--- src/hw/rtl/lsbwm_ram.sv ---
// generic single-write, single-read ram with registered read data
module lsbwm_ram #(
  parameter int unsigned Width = 1,
  parameter int unsigned Depth = 64
) (
  input  logic                     clk_i,
  input  logic                     we_i,
  input  logic [$clog2(Depth)-1:0] waddr_i,
  input  logic [Width-1:0]         wdata_i,
  input  logic                     re_i,
  input  logic [$clog2(Depth)-1:0] raddr_i,
  output logic [Width-1:0]         rdata_o
);

  logic [Width-1:0] mem_q [Depth];
  logic [Width-1:0] rdata_q;

  always_ff @(posedge clk_i) begin
    if (we_i) begin
      mem_q[waddr_i] <= wdata_i;
    end
    if (re_i) begin
      rdata_q <= mem_q[raddr_i];
    end
  end

  assign rdata_o = rdata_q;

endmodule

--- config.mk ---
export PLATFORM = sky130hd
export DESIGN_NAME = lsbwm_ram
export DESIGN_NICKNAME = d
export VERILOG_FILES = /design/src/hw/rtl/lsbwm_ram.sv
export SDC_FILE = /design/constraint.sdc
export NUM_CORES = 1
export LEC_CHECK = 0
export BUFFER_PORTS_ARGS = -buffer_cell sky130_fd_sc_hd__buf_2
export CAP_MARGIN = 40
export CORE_ASPECT_RATIO = 2
export CORE_MARGIN = 3
export CORE_UTILIZATION = 60
export DETAILED_ROUTE_END_ITERATION = 10
export PLACE_DENSITY = 0.83
export SLEW_MARGIN = 20
export SYNTH_ARGS = -nofsm -noshare
export SYNTH_HDL_FRONTEND = slang
export SYNTH_SLANG_ARGS = --single-unit
--- constraint.sdc ---
create_clock -name clk_i -period 4.1 [get_ports clk_i]
set_clock_uncertainty 0.1 [all_clocks]
set_input_delay 0.205 -clock clk_i [delete_from_list [all_inputs] [get_ports clk_i]]
set_output_delay 0.205 -clock clk_i [all_outputs]
set_load 0.05 [all_outputs]
==> results.yml <==
run_status:
  status: "finished clean"
grt:
  grt.total_usage_pct: 20.5
  grt_max_degree: 65
  grt_pass1_vias: 1752
  grt_pass1_wl_um: 8560
  grt_overflow: 0
  antenna_found_initial: 0
routing:
  wire_per_inst_um: 19.0
  dr.pass1.iters: 4
  ant_nets: 0
  dr.first_iter.drc_count: 74
  routed_wl_um: 5330
  drc: 0
  via_per_inst: 6.15
  via_count: 1729
die:
  start_util_pct: 63.0
  rows: 35
  die_area_mm2: 0.00580
  die_x_um: 55.4
  core_mm2: 0.00464
  fp.dieH_um: 105
  ios: 17
finish:
  insertedDiodeCount: 0
  syn_to_final_growth_pct: 10.1
  fin_cells: 281
  final_nets: 237
  final_layout_size_suffix_gt1_share_pct: 18.6
synth:
  synth-edff-count: 65
  async_reset_ff_share_pct: 0
  synth-seq-cells: 65
  synth_flop_cell: "edfxtp_1"
  synth_cell_types: 24
  syn-cell-area_mm2: 0.00292
  ys_warn_count: 0
  synth_fp_nets: 220
  synthesis.instances: 204
  ys_seq_area_share_pct: 66.8
  avgSynthCellArea_um2: 14.3
placed_design:
  place_congestion: 0.755
  post-place-cells: 263
  dp_hpwl_um: 3600
  placement.io_buffers: 16
sta:
  setup_violations: 0
  maxSlewHeadroom_pct: 69.9
  min_period_ps: 2080
  setup_tns_ps: 0
  hold_violations: 0
  period_share_pct: 50.8
  timing.fmax_mhz: 480
  slew_viol_final: 0
  tightest_slew_ps: 450
  rsz0062_at_grt: "false"
setup_path:
  crit_start: "mem_q[18]"
  worst-path-max-fanout: 1
  startpoint_type: "flip-flop"
  arrival_ps: 2070
  crit_required_ps: 4090
  rr_startpoint: "mem_q[18]"
  reg2reg_slack_ps: 2020
  critPathCaptureType: "flip-flop"
  worstSetupEndpoint: "rdata_o"
  rr_worst_depth: 4
  r2r_end: "rdata_o"
  critPathKind: "flip-flop to flip-flop"
clocking:
  cts_root_buf: "clkbuf_8"
  path_clk_slew_ps: 70
  h-tree-depth: 3
  cts_resized: 0
  cts_buffer_depth: 2
  clock_latency_ps: 330
  cts.sinks: 65
  cts_tree: "built"
  numCtsBuffers: 9
pwr:
  ir_worst_vdd_v: 0.000270
  p_leak_uw: 0.00101
  pwr_density_cell_mw_per_mm2: 393
min_path:
  holdCritPathClass: "input port to flip-flop"
flow_run:
  max_cap_violations: 0
[cells in the final DEF, fill, tap and decap left out, types with 3 or more instances in the layout]
cell      instances
edfxtp_1         65
clkinv_2          3
nor2b_1           5
nand2_1           7
nor2_1           67
buf_2            16
nand4_1           3
nand3b_1          4
clkbuf_8          9
nand3_1           9
mux4_2           10
mux4_1            7
[cell type report]
cell class	count	area (µm²)
multi-input cells	127	918
clock buffers	9	124
flip-flops and latches	65	1950
clock inverters	7	37.5
well taps	55	68.8
repair buffers	18	118
fillers	345	1420
[where the power goes]
part	switching, µW	internal, µW	total, µW	leakage [µW]
Sequential	1.12	736	738	0.000586
Combinational	54.0	34.6	88.6	0.000345
Clock	227	211	438	0.0000799
[worst min-delay path by stage]
stage                     from       end  slack [ps]  cells past startpoint
finish              raddr_i[5]   rdata_o         120                      2
global route        raddr_i[5]   rdata_o         140                      2
CTS                 raddr_i[5]   rdata_o         100                      2
detailed placement        re_i   rdata_o         310                      1
global placement          re_i   rdata_o         310                      1
floorplan              wdata_i  mem_q[0]         200                      0
[critical path, cell delays in order, from the launching register on]
cell and delay (ps):
edfxtp_1 370, mux4_1 500, mux4_2 450, or2_0 210, a32o_1 200
[registers in the layout (all words and copies together), names as in the netlist]
| name | cells |
|---|---|
| rdata_o | 1 |
| mem_q | 64 |
[kinds of logic after synthesis]
| logic type | count (synthesis) | share of synthesized area, % |
|---|---|---|
| buf+inv | 12 | 1.84 |
| compound gates | 6 | 1.58 |
| mux | 17 | 14.0 |
| simple gates | 104 | 15.8 |
| flops | 65 | 66.8 |
[synthesized netlist by cell type, types with 2 or more instances]
cell type / instances / share of area (%)
edfxtp_1: 65 / 67
nand3b_1: 4 / 1.0
mux4_2: 10 / 7.7
nand2_1: 7 / 0.90
clkbuf_1: 10 / 1.3
nor3_1: 2 / 0.34
a22oi_1: 2 / 0.51
nand2b_1: 2 / 0.43
nand3_1: 9 / 1.5
mux4_1: 7 / 6.3
nor2_1: 67 / 8.6
nor2b_1: 5 / 1.1
nand4_1: 3 / 0.64
[per-stage QoR]
stage          total power, µW  cell area [µm²]  setup slack, ps  utilization, %  hold slack [ps]
2_1_floorplan              808             2920             2110               -              204
3_3_place_gp               835             3020             1860            65.0              311
3_5_place_dp               838             3020             1830            65.0              312
4_1_cts                   1270             3190             2010            68.7              100
5_1_grt                   1320             3220             1940            69.3              136
6_report                  1260             3220             2020            69.3              122
[routing by layer]
layer,global-route usage [%],wire [µm],share of wire (%)
met1,22.6,1940,36
met2,35.3,2930,55
met3,4.33,289,5.4
met4,12.9,173,3.2
met5,0,0,0
[timing repair]
action / 4_1_cts / 5_1_grt
setup buffers: 0 / 0
setup endpoints to repair: 0 / 0
hold buffers: 1 / 0
hold endpoints to repair: 1 / 0
Power figures use the tool's default switching activity.
